===== src/rtl/core/fmsi_pkg.sv =====
`default_nettype none
package fmsi_pkg;
  localparam int FrameLen = 32;
  localparam int PosW = $clog2(FrameLen);
  localparam int CntW = $clog2(FrameLen + 1);
  localparam int SumW = 16 + CntW;

  typedef enum logic [1:0] {
    MODE_MEAN = 2'd0,
    MODE_LINEAR = 2'd1,
    MODE_FFILL = 2'd2,
    MODE_BFILL = 2'd3
  } mode_t;

  typedef struct packed {
    logic signed [15:0] value;
    logic missing;
  } entry_t;

  typedef struct packed {
    logic start;
    logic signed [SumW-1:0] sum;
    logic [CntW-1:0] count;
  } frame_info_t;
endpackage
`default_nettype wire


===== src/rtl/core/fmsi_sample_if.sv =====
`default_nettype none
interface fmsi_sample_if;
  logic valid;
  logic ready;
  logic signed [15:0] sample_value;
  logic sample_missing;
  modport source (output valid, sample_value, sample_missing, input ready);
  modport sink (input valid, sample_value, sample_missing, output ready);
endinterface
`default_nettype wire


===== src/rtl/core/fmsi_result_if.sv =====
`default_nettype none
interface fmsi_result_if;
  logic valid;
  logic ready;
  logic signed [15:0] filled_value;
  logic still_missing;
  logic frame_end;
  modport source (output valid, filled_value, still_missing, frame_end, input ready);
  modport sink (input valid, filled_value, still_missing, frame_end, output ready);
endinterface
`default_nettype wire


===== src/rtl/core/fmsi_divider.sv =====
`default_nettype none
module fmsi_divider import fmsi_pkg::*; (
  input wire logic clk,
  input wire logic rst,
  input wire logic start,
  input wire logic signed [31:0] dividend,
  input wire logic [CntW-1:0] divisor,
  output logic busy,
  output logic done,
  output logic signed [31:0] quotient
);
  logic [31:0] rem_mag;
  logic [31:0] quo;
  logic [CntW-1:0] den;
  logic negative;
  logic [5:0] bit_left;
  logic [32:0] trial;

  assign trial = {rem_mag[31:0], quo[31]} - {{(33-CntW){1'b0}}, den};

  always_ff @(posedge clk) begin
    if (rst) begin
      busy <= 1'b0;
      done <= 1'b0;
    end else begin
      done <= 1'b0;
      if (start) begin
        busy <= 1'b1;
        bit_left <= 6'd32;
        rem_mag <= '0;
        quo <= dividend[31] ? 32'(-dividend) : dividend;
        negative <= dividend[31];
        den <= divisor;
      end else if (busy) begin
        if (!trial[32]) begin
          rem_mag <= trial[31:0];
          quo <= {quo[30:0], 1'b1};
        end else begin
          rem_mag <= {rem_mag[30:0], quo[31]};
          quo <= {quo[30:0], 1'b0};
        end
        bit_left <= bit_left - 6'd1;
        if (bit_left == 6'd1) begin
          busy <= 1'b0;
          done <= 1'b1;
        end
      end
    end
  end

  assign quotient = negative ? 32'(-quo) : quo;
endmodule
`default_nettype wire


===== src/rtl/core/fmsi_loader.sv =====
`default_nettype none
module fmsi_loader import fmsi_pkg::*; (
  input wire logic clk,
  input wire logic rst,
  input wire logic enable,
  fmsi_sample_if.sink in_ch,
  output logic wr_en,
  output logic [PosW-1:0] wr_addr,
  output entry_t wr_data,
  output frame_info_t info
);
  logic [PosW-1:0] position;
  logic signed [SumW-1:0] sum;
  logic [CntW-1:0] count;
  logic fire;

  assign in_ch.ready = enable;
  assign fire = in_ch.valid && enable;
  assign wr_en = fire;
  assign wr_addr = position;
  assign wr_data.value = in_ch.sample_missing ? 16'sd0 : in_ch.sample_value;
  assign wr_data.missing = in_ch.sample_missing;

  always_ff @(posedge clk) begin
    if (rst) begin
      position <= '0;
      sum <= '0;
      count <= '0;
      info <= '0;
    end else begin
      info.start <= 1'b0;
      if (fire) begin
        if (position == PosW'(FrameLen - 1)) begin
          position <= '0;
          sum <= '0;
          count <= '0;
          info.start <= 1'b1;
          info.sum <= in_ch.sample_missing ? sum : sum + SumW'(in_ch.sample_value);
          info.count <= in_ch.sample_missing ? count : count + CntW'(1);
        end else begin
          position <= position + PosW'(1);
          if (!in_ch.sample_missing) begin
            sum <= sum + SumW'(in_ch.sample_value);
            count <= count + CntW'(1);
          end
        end
      end
    end
  end
endmodule
`default_nettype wire


===== src/rtl/core/frame_missing_sample_imputer_top.sv =====
// Loading writes each accepted sample to memory; the fill starts in the cycle after
// the last sample. Mean mode runs at most one divide per frame; forward and backward
// fill read each position once; linear mode probes memory to both sides of each gap
// and runs one divide for each position that it fills. Emit reads each entry and presents
// it as a result once the sink can take it; input is held off outside the load state.
// Synchronous active-high reset clears control state and sets mode to 0.
`default_nettype none
module frame_missing_sample_imputer_top import fmsi_pkg::*; (
  input wire logic clk,
  input wire logic rst,
  input wire logic cfg_we,
  input wire logic [1:0] cfg_data,
  fmsi_sample_if.sink samples,
  fmsi_result_if.source results
);
  typedef enum logic [9:0] {
    S_LOAD = 10'b0000000001,
    S_MEAN = 10'b0000000010,
    S_SCAN = 10'b0000000100,
    S_SCAN_W = 10'b0000001000,
    S_LEFT = 10'b0000010000,
    S_RIGHT = 10'b0000100000,
    S_DIV = 10'b0001000000,
    S_COPY = 10'b0010000000,
    S_EMIT = 10'b0100000000,
    S_EMIT_W = 10'b1000000000
  } state_t;

  state_t state;
  mode_t mode;
  entry_t mem [FrameLen];
  entry_t rd_data;
  logic [PosW-1:0] rd_addr;
  logic rd_en;
  logic m_we;
  logic [PosW-1:0] m_waddr;
  entry_t m_wdata;
  logic ld_we;
  logic [PosW-1:0] ld_addr;
  entry_t ld_data;
  frame_info_t info;

  logic [PosW:0] idx;
  logic [PosW:0] probe;
  logic [PosW:0] lo_pos;
  entry_t prev;
  entry_t cur;
  logic signed [15:0] lo_val;
  logic signed [15:0] mean_val;
  logic div_start;
  logic signed [31:0] dividend;
  logic [CntW-1:0] divisor;
  logic div_busy;
  logic div_done;
  logic signed [31:0] quotient;
  logic last_sent;

  always_ff @(posedge clk) begin
    if (rst) mode <= MODE_MEAN;
    else if (cfg_we) mode <= mode_t'(cfg_data);
  end

  fmsi_loader u_loader (
    .clk(clk), .rst(rst), .enable(state == S_LOAD && !info.start),
    .in_ch(samples), .wr_en(ld_we), .wr_addr(ld_addr), .wr_data(ld_data), .info(info)
  );

  fmsi_divider u_div (
    .clk(clk), .rst(rst), .start(div_start), .dividend(dividend), .divisor(divisor),
    .busy(div_busy), .done(div_done), .quotient(quotient)
  );

  logic p_we;
  logic [PosW-1:0] p_waddr;
  entry_t p_wdata;
  assign m_we = ld_we | p_we;
  assign m_waddr = ld_we ? ld_addr : p_waddr;
  assign m_wdata = ld_we ? ld_data : p_wdata;

  always_ff @(posedge clk) begin
    if (m_we) mem[m_waddr] <= m_wdata;
    if (rd_en) rd_data <= mem[rd_addr];
  end

  assign cur = (mode == MODE_MEAN && rd_data.missing) ? {mean_val, 1'b0} : rd_data;

  // Main sequencer: read one entry, then decide.
  always_ff @(posedge clk) begin
    if (rst) begin
      state <= S_LOAD;
      div_start <= 1'b0;
      p_we <= 1'b0;
      rd_en <= 1'b0;
      results.valid <= 1'b0;
    end else begin
      div_start <= 1'b0;
      p_we <= 1'b0;
      rd_en <= 1'b0;
      if (results.valid && results.ready) results.valid <= 1'b0;
      case (state)
        S_LOAD: begin
          if (info.start) begin
            idx <= '0;
            dividend <= 32'(info.sum);
            divisor <= info.count;
            if (mode == MODE_MEAN) begin
              if (info.count == '0) begin
                mean_val <= '0;
                state <= S_EMIT;
              end else begin
                div_start <= 1'b1;
                state <= S_MEAN;
              end
            end else if (mode == MODE_LINEAR) begin
              idx <= (PosW+1)'(1);
              state <= S_SCAN;
            end else begin
              idx <= (mode == MODE_FFILL) ? '0 : (PosW+1)'(FrameLen - 1);
              state <= S_COPY;
              rd_addr <= (mode == MODE_FFILL) ? '0 : PosW'(FrameLen - 1);
              rd_en <= 1'b1;
              probe <= '0;
            end
          end
        end
        S_MEAN: begin
          if (div_done) begin
            mean_val <= quotient[15:0];
            state <= S_EMIT;
          end
        end
        S_COPY: begin
          // probe counts steps; first step only latches the end entry.
          if (!rd_en) begin
            if (probe == '0) prev <= rd_data;
            else if (rd_data.missing) begin
              p_we <= 1'b1;
              p_waddr <= idx[PosW-1:0];
              p_wdata <= prev;
            end else prev <= rd_data;
            if (probe == (PosW+1)'(FrameLen - 1)) begin
              idx <= '0;
              state <= S_EMIT;
            end else begin
              probe <= probe + 1'b1;
              if (mode == MODE_FFILL) begin
                idx <= idx + 1'b1;
                rd_addr <= PosW'(idx + 1'b1);
              end else begin
                idx <= idx - 1'b1;
                rd_addr <= PosW'(idx - 1'b1);
              end
              rd_en <= 1'b1;
            end
          end
        end
        S_SCAN: begin
          if (idx == (PosW+1)'(FrameLen - 1)) begin
            idx <= '0;
            state <= S_EMIT;
          end else begin
            rd_addr <= PosW'(idx);
            rd_en <= 1'b1;
            state <= S_SCAN_W;
          end
        end
        S_SCAN_W: begin
          if (!rd_en) begin
            if (!rd_data.missing) begin
              idx <= idx + 1'b1;
              state <= S_SCAN;
            end else begin
              probe <= idx - 1'b1;
              rd_addr <= PosW'(idx - 1'b1);
              rd_en <= 1'b1;
              state <= S_LEFT;
            end
          end
        end
        S_LEFT: begin
          if (!rd_en) begin
            if (!rd_data.missing) begin
              lo_pos <= probe;
              lo_val <= rd_data.value;
              probe <= idx + 1'b1;
              rd_addr <= PosW'(idx + 1'b1);
              rd_en <= 1'b1;
              state <= S_RIGHT;
            end else if (probe == '0) begin
              idx <= idx + 1'b1;
              state <= S_SCAN;
            end else begin
              probe <= probe - 1'b1;
              rd_addr <= PosW'(probe - 1'b1);
              rd_en <= 1'b1;
            end
          end
        end
        S_RIGHT: begin
          if (!rd_en) begin
            if (!rd_data.missing) begin
              dividend <= 32'((32'(rd_data.value) - 32'(lo_val))
                              * $signed({1'b0, idx - lo_pos}));
              divisor <= CntW'(probe - lo_pos);
              div_start <= 1'b1;
              state <= S_DIV;
            end else if (probe == (PosW+1)'(FrameLen - 1)) begin
              idx <= idx + 1'b1;
              state <= S_SCAN;
            end else begin
              probe <= probe + 1'b1;
              rd_addr <= PosW'(probe + 1'b1);
              rd_en <= 1'b1;
            end
          end
        end
        S_DIV: begin
          if (div_done) begin
            p_we <= 1'b1;
            p_waddr <= PosW'(idx);
            p_wdata.value <= lo_val + quotient[15:0];
            p_wdata.missing <= 1'b0;
            idx <= idx + 1'b1;
            state <= S_SCAN;
          end
        end
        S_EMIT: begin
          if (!results.valid || results.ready) begin
            rd_addr <= PosW'(idx);
            rd_en <= 1'b1;
            state <= S_EMIT_W;
          end
        end
        S_EMIT_W: begin
          if (!rd_en && (!results.valid || results.ready)) begin
            results.valid <= 1'b1;
            results.filled_value <= cur.missing ? 16'sd0 : cur.value;
            results.still_missing <= cur.missing;
            results.frame_end <= (idx == (PosW+1)'(FrameLen - 1));
            if (idx == (PosW+1)'(FrameLen - 1)) begin
              state <= S_LOAD;
            end else begin
              idx <= idx + 1'b1;
              state <= S_EMIT;
            end
          end
        end
        default: state <= S_LOAD;
      endcase
    end
  end

  assign last_sent = results.valid && results.ready && results.frame_end;

  a_no_load_while_emit: assert property (@(posedge clk) disable iff (rst)
    (state != S_LOAD) |-> !samples.ready)
    else $error("sample accepted outside load");
  a_div_start_idle: assert property (@(posedge clk) disable iff (rst)
    div_start |-> !div_busy)
    else $error("divider restarted while busy");
  a_hold_result: assert property (@(posedge clk) disable iff (rst)
    (results.valid && !results.ready) |=> results.valid && $stable(results.filled_value))
    else $error("result dropped");
  a_end_once: assert property (@(posedge clk) disable iff (rst)
    last_sent |=> !(results.valid && results.frame_end))
    else $error("frame end sent twice");
endmodule
`default_nettype wire


===== src/flat_wrapper.sv =====
// flat-port wrapper written by rule: the top's interface ports become plain ports
module frame_missing_sample_imputer_top_flat import fmsi_pkg::*;
  (clk, rst, cfg_we, cfg_data, samples_valid, samples_sample_value, samples_sample_missing, samples_ready, results_valid, results_filled_value, results_still_missing, results_frame_end, results_ready);
  fmsi_sample_if samples_i ();
  fmsi_result_if results_i ();
  input wire logic clk;
  input wire logic rst;
  input wire logic cfg_we;
  input wire logic [1:0] cfg_data;
  input wire logic [$bits(samples_i.valid)-1:0] samples_valid;
  input wire logic [$bits(samples_i.sample_value)-1:0] samples_sample_value;
  input wire logic [$bits(samples_i.sample_missing)-1:0] samples_sample_missing;
  output wire logic [$bits(samples_i.ready)-1:0] samples_ready;
  output wire logic [$bits(results_i.valid)-1:0] results_valid;
  output wire logic [$bits(results_i.filled_value)-1:0] results_filled_value;
  output wire logic [$bits(results_i.still_missing)-1:0] results_still_missing;
  output wire logic [$bits(results_i.frame_end)-1:0] results_frame_end;
  input wire logic [$bits(results_i.ready)-1:0] results_ready;
  assign samples_i.valid = samples_valid;
  assign samples_i.sample_value = samples_sample_value;
  assign samples_i.sample_missing = samples_sample_missing;
  assign samples_ready = samples_i.ready;
  assign results_valid = results_i.valid;
  assign results_filled_value = results_i.filled_value;
  assign results_still_missing = results_i.still_missing;
  assign results_frame_end = results_i.frame_end;
  assign results_i.ready = results_ready;
  frame_missing_sample_imputer_top u_core (.clk(clk), .rst(rst), .cfg_we(cfg_we), .cfg_data(cfg_data), .samples(samples_i), .results(results_i));
endmodule

===== config.mk =====
export PLATFORM = sky130hd
export DESIGN_NAME = frame_missing_sample_imputer_top_flat
export DESIGN_NICKNAME = d
export VERILOG_FILES = /design/src/rtl/core/fmsi_pkg.sv /design/src/rtl/core/fmsi_sample_if.sv /design/src/rtl/core/fmsi_result_if.sv /design/src/rtl/core/fmsi_divider.sv /design/src/rtl/core/fmsi_loader.sv /design/src/rtl/core/frame_missing_sample_imputer_top.sv /design/src/flat_wrapper.sv
export SDC_FILE = /design/constraint.sdc
export NUM_CORES = 1
export LEC_CHECK = 0
export BUFFER_PORTS_ARGS = -buffer_cell sky130_fd_sc_hd__buf_2
export CORE_MARGIN = 3
export CORE_UTILIZATION = 60
export DETAILED_ROUTE_END_ITERATION = 16
export HOLD_SLACK_MARGIN = 0.03
export PLACE_DENSITY = 0.76
export SLEW_MARGIN = 10
export SYNTH_ARGS = -nofsm -noshare
export SYNTH_HDL_FRONTEND = slang
export SYNTH_SLANG_ARGS = --single-unit

===== constraint.sdc =====
create_clock -name clk -period 9.8 [get_ports clk]
set_input_delay 0.49 -clock clk [delete_from_list [all_inputs] [get_ports clk]]
set_output_delay 0.49 -clock clk [all_outputs]
set_load 0.005 [all_outputs]

# ---- Yosys cells after proc, flatten, opt, wreduce, memory -nomap -nowiden
# Memory sizes are Yosys's and may differ from the RTL's. A register that Yosys moved wholly into a read port is not among the register bits.
# Cells that the tools add are included.
dict set report op_classes {
  multipliers 1
  addsub 15
  order_cmp 0
  bitwise 6
  n_eq_ne 48
  div_mod_pow 0
  reduce_logical 34
  n_shift 0
  mux 149
}
# cell count
set ops {}
lappend ops {{$mux W32} 8}
lappend ops {{$mux W6} 36}
lappend ops {{$mux W10} 15}
lappend ops {{$mux W17} 8}
lappend ops {{$mux W5} 25}
lappend ops {{$pmux W10 S10} 1}
lappend ops {{$mux W16} 6}
lappend ops {{$pmux W32 S2} 1}
lappend ops {{$pmux W6 S8} 1}
lappend ops {{$mux W22} 2}
lappend ops {{$ne A2 B2 Y1 const B} 19}
lappend ops {{$pmux W5 S7} 1}
lappend ops {{$pmux W17 S2} 1}
lappend ops {{$sub A33 B6 Y33} 1}
lappend ops {{$mul A32 B7 Y32} 1}
lappend ops {{$mux W1} 32}
lappend ops {{$neg A32 Y32} 1}
lappend ops {{$pmux W16 S2} 1}
lappend ops {{$reduce_and A16 Y1} 2}
lappend ops {{$pmux W6 S5} 1}
lappend ops {{$mux W29} 1}
lappend ops {{$mux W9} 3}
lappend ops {{$reduce_and A12 Y1} 2}
lappend ops {{$add A22 B16 Y22} 1}
lappend ops {{47 further kinds} 83}
dict set report word_totals {
  ramBits 544
  n_memories 1
  reg_bits 307
  rom_bits 0
  wordCells 289
  input_bits 24
  out_inout_bits 20
  latchBits 0
}
# name words word_bits rd rd_clocked_by_memory_dff wr line_no
set mem_list {}
lappend mem_list {u_core.mem 32 17 1 1 1 frame_missing_sample_imputer_top.sv:31} ;# entry_t mem [FrameLen];

# ---- Logic depth before layout (Yosys ltp)
dict set report logic_depth {
  ltp_word 6
  depth_mapped 27
  depth_no_buf 26
}

# ---- Modules after synthesis
# A second synthesis with hierarchy kept.
dict set report hier_totals {
  cells_unflattened 3146
  area_unflattened_um2 43148.9
}
# mod cells_each seq_area_each_um2 instances area_per_inst_um2
set by_module_without_submodules {}
lappend by_module_without_submodules {frame_missing_sample_imputer_top 2164 21430.6 1 34199.0}
lappend by_module_without_submodules {fmsi_divider 540 2352.3 1 5276.3}
lappend by_module_without_submodules {fmsi_loader 442 1241.2 1 3673.5}

# ---- Worst setup path before layout
# OpenSTA, ideal clock, no wires.
dict set report synth_path {
  path_type {register -> register}
  from {register, netlist name u_core.rd_data[1]}
  to {register u_core.dividend[24], data pin}
  required_ns 9.535
  t_arrival_ns 6.605
  setup_time_ns 0.265
  n_path_buf 0
  path_stages_with_launch 25
  path_slack_ns 2.929
  period_less_slack_ns 6.871
  path_cell_list {edfxtp_1 inv_1 ha_1 fa_1 nor2b_1 o31a_1 o41ai_1 o21ai_0 xnor2_1 nor2_1 fa_1 fa_1 fa_1 inv_1 fa_1 inv_1 ha_1 nand4_1 o22ai_1 a211oi_1 a21oi_1 a221oi_1 o21ai_1 nor4b_1 or3_1}
}
dict set report synth_via {
  elab_chain_len 5
}
# element line_no
set synth_lines {}
lappend synth_lines {{$sub A16 B16 Y17} frame_missing_sample_imputer_top.sv:202} ;# dividend <= 32'((32'(rd_data.value) - 32'(lo_val))
lappend synth_lines {{$mul A32 B7 Y32} frame_missing_sample_imputer_top.sv:203} ;# * $signed({1'b0, idx - lo_pos}));
lappend synth_lines {{$mux W32} frame_missing_sample_imputer_top.sv:201} ;# if (!rd_data.missing) begin
lappend synth_lines {{$mux W32} frame_missing_sample_imputer_top.sv:200} ;# if (!rd_en) begin
lappend synth_lines {{$pmux W32 S2} frame_missing_sample_imputer_top.sv:100} ;# case (state)
lappend synth_lines {{end signal: assignment} frame_missing_sample_imputer_top.sv:104} ;# dividend <= 32'(info.sum);
lappend synth_lines {{end signal: assignment} frame_missing_sample_imputer_top.sv:202}
lappend synth_lines {{end: declaration} frame_missing_sample_imputer_top.sv:51} ;# logic signed [31:0] dividend;
# No other way between the ends. The select of a mux whose other input is x is not followed.
# A chain may end at the register's enable or synchronous reset.

# ---- Worst setup path after layout
dict set report layout_path {
  from {register, netlist name u_core.rd_data[1]}
  to {register u_core.dividend[24], data pin}
}
dict set report layout_via {
  elab_chain_len 5
}
# element line_no
set layout_lines {}
lappend layout_lines {{$sub A16 B16 Y17} frame_missing_sample_imputer_top.sv:202}
lappend layout_lines {{$mul A32 B7 Y32} frame_missing_sample_imputer_top.sv:203}
lappend layout_lines {{$mux W32} frame_missing_sample_imputer_top.sv:201}
lappend layout_lines {{$mux W32} frame_missing_sample_imputer_top.sv:200}
lappend layout_lines {{$pmux W32 S2} frame_missing_sample_imputer_top.sv:100}
# No other way between the ends. The select of a mux whose other input is x is not followed.

==> impl_metrics.toml <==
[clocking]
cts.sinks = 868
cts_resized = 0
root_buffer = "clkbuf_16"
clkLatencyLatePin_ns = 0.67
htreeDepth = 3
holdBufCountCts = 0
clk_pin_slew_ns = 0.06
cts-buffers-inserted = 89
clockBufferDepth = 3
postCtsSetupBuffers = 0
cts_tree = "yes"

[drt]
drt_iter0_drc = 2700
wl_um = 111000
wl_per_cell_um = 26.4
routed.top_layer = "met5"
ant_nets = 0
drt-vias-per-instance = 6.42
dr_wl_met2_um = 55600
wl_met3_um = 7990
drt-pass1-iter-count = 6
via_count = 26900
drc = 0
m1WireLength_um = 40600

[floorplanning]
die_y_um = 272
rows = 97
core-area_um2 = 70100
fp.dieArea_um2 = 74200
io_pins = 44
initial_core_util = 0.607
die_x_um = 272

[place]
finalWeightedCongestion = 0.969
io_buffers = 43
detailed_place_hpwl_um = 70500

[timing]
setup_violations = 0
hold_viol_final = 0
slew_headroom = 0.157
slew_viol_final = 0
max_freq_mhz = 128
fin_crit_ns = 7.79
fin_setup_tns_ns = 0
fin_crit_sh = 0.795
holdWs_ns = 0.110
tightest_slew_ns = 1.26
skew_ns = 0.0488
rsz0062_at_grt = "false"

[status]
status = "complete, no violations"

[logic_synthesis]
synthTopCellsByCount = "edfxtp_1, nor2_1, nand2_1, inv_1, mux4_2"
yosys_register_bits = 868
synthTopCellsByArea = "edfxtp_1, mux4_2, ha_1"
ys_types = 80
syn_inst = 3101
synth_top_area_frac = 0.556
yosysMostFrequentCell = "edfxtp_1"
synth_ff_type = "edfxtp_1"
async_flop_share = 0
synth.yosys.seq_area_share = 0.594
synth_top_area_cell = "edfxtp_1"
postSynthAreaPerCell_um2 = 13.7
synth_warnings = 0
synth_edf_count = 788
syn_nets = 3336
syn_area_um2 = 42600

[power]
pwr_density_cell_nw_per_um2 = 255
irDropWorstVdd_mv = 0.325
power.leakage_uw = 0.0168

[cells_and_area]
fill_cells = 4921
n_antenna_cell = 0
drive_gt1_frac = 0.165
fin_nets = 3409
area_delta_synth_final_pct = 10.9

[setup_path]
cp_common_cell = "fa_1"
path_cells = "inv_1 -> ha_1 -> fa_1 -> nor2b_1 -> o31a_1 -> o41ai_1 -> o21ai_0 -> xnor2_1 -> nor2_1 -> fa_1 -> fa_1 -> fa_1 -> inv_1 -> fa_1 -> inv_1 -> ha_1 -> a21oi_1 -> o22ai_1 -> a211oi_1 -> a21oi_1 -> a221oi_1 -> o21ai_1 -> nor4b_1 -> or3_1"
critical-path-top-delay-family = "adder cells"
endpoint_kind = "flop"
cp_slowest_stage_delay_ns = 0.64
critPathKind = "flop to flop"
cp_data_arrival_time_ns = 8.18
start_kind = "flop"
worstPathMaxFanout = 6
cp_slowest_cell = "o41ai_1"
required_ns = 10.19
path_buf_inv = 3

[global_routing]
antenna_found_initial = 1
grt_pass1_wl_um = 167000
grt_pass1_vias = 27200
grt_max_degree = 137
grt_use_total = 0.302
grt_overflow = 0

[hold_path]
hp-class = "input port to flop"

[flow_run]
drv_cap = 0
==> routing by layer <==
layer	GRT usage	up-vias
li1	-	11800
met1	0.379	13500
met5	0	-
met3	0.0505	309
met4	0.160	2
met2	0.506	1210
==> stage by stage <==
step	std cells	total power, µW	util	setup slack, ns	cell area (µm²)
5_1_grt	4185	12700	0.673	1.42	47200
4_1_cts	4184	12000	0.671	1.97	47100
6_report	4185	12000	0.673	2.01	47200
2_1_floorplan	3101	7620	-	2.93	42600
3_3_place_gp	4022	8480	0.630	2.21	44200
3_5_place_dp	4022	8650	0.630	1.99	44200
==> power breakdown <==
part | internal [µW] | total (µW) | leakage, µW | switching (µW)
registers | 4280 | 4360 | 0.00780 | 79.5
clock network | 1890 | 3360 | 0.00140 | 1470
logic | 1690 | 4300 | 0.00758 | 2610
==> state kept, by name, indices dropped and copies added (netlist names), 10 cells and up <==
name / flops
u_core.dividend: 32
u_core.lo_val: 16
u_core.mean_val: 16
u_core.mem: 544
u_core.p_wdata: 17
u_core.prev: 17
u_core.rd_data: 17
u_core.results.filled_value: 16
u_core.state: 10
u_core.u_div.quo: 32
u_core.u_div.rem_mag: 32
u_core.u_loader.info: 29
u_core.u_loader.sum: 22
==> logic make-up after synthesis <==
group           Yosys count  share of synthesized area
buf+inv                 305                     0.0269
fa+ha+maj               211                     0.0753
flops                   868                      0.594
xor+xnor                162                     0.0333
mux                     206                     0.0990
compound gates          513                     0.0768
simple gates            836                     0.0949
==> layout by cell type (no fill, tap or decap), types with 13 or more instances in the layout <==
master | Yosys | final
clkbuf_16 | 0 | 89
nor3b_1 | 19 | 19
o31ai_1 | 23 | 23
xnor2_1 | 85 | 85
a211oi_1 | 16 | 16
clkinv_2 | 0 | 13
a22o_1 | 23 | 23
mux2i_1 | 16 | 16
buf_2 | 1 | 43
clkbuf_1 | 111 | 21
inv_1 | 176 | 176
nor4_1 | 26 | 25
a21o_1 | 33 | 33
nand2_1 | 213 | 212
a22oi_1 | 13 | 13
nor3_1 | 51 | 47
mux4_2 | 170 | 170
mux2_2 | 18 | 18
nor2_1 | 282 | 248
or2_2 | 35 | 35
or3_1 | 29 | 29
o21ai_0 | 149 | 132
nand3_1 | 33 | 33
xor2_1 | 77 | 76
a31oi_1 | 18 | 18
fa_1 | 75 | 75
nand2b_1 | 26 | 26
and2_1 | 18 | 18
dfxtp_1 | 80 | 79
buf_4 | 0 | 65
a21oi_1 | 126 | 124
edfxtp_1 | 788 | 788
clkinv_1 | 1 | 17
nor2b_1 | 30 | 30
ha_1 | 136 | 136
nor2_2 | 0 | 32
==> worst register-to-register path: cells and delay by family, from the launching register on <==
kind	cells	cell delay [ns]
adders and majority gates	7	2.86
AOI/OAI and AO/OA	9	2.83
and+or+nand+nor	4	0.78
xor gates and xnor gates	1	0.44
DFF	1	0.42
buffers and inverters	3	0.21
==> final cells by class <==
cell class                 count  area, µm²  area share
timing repair buffer         110        743      0.0157
tap                          940       1180      0.0249
sequential                   868      25300       0.535
inverter                     177        664      0.0141
clock inverter                51        587      0.0124
clock buffer                 111       2320      0.0492
multi-input combinational   1928      16400       0.348
==> final timing paths <==
path	startpoint	endpoint	slack, ns	depth (start not counted)
worst max-delay path	u_core.rd_data[1]	u_core.dividend[24]	2.01	24
worst min-delay path	cfg_data[1]	u_core.mode[1]	0.11	3
worst max register to register	u_core.rd_data[1]	u_core.dividend[24]	2.01	24
worst min register to register	u_core.divisor[3]	u_core.u_div.den[3]	0.42	0
(Power assumes the default switching activity.)
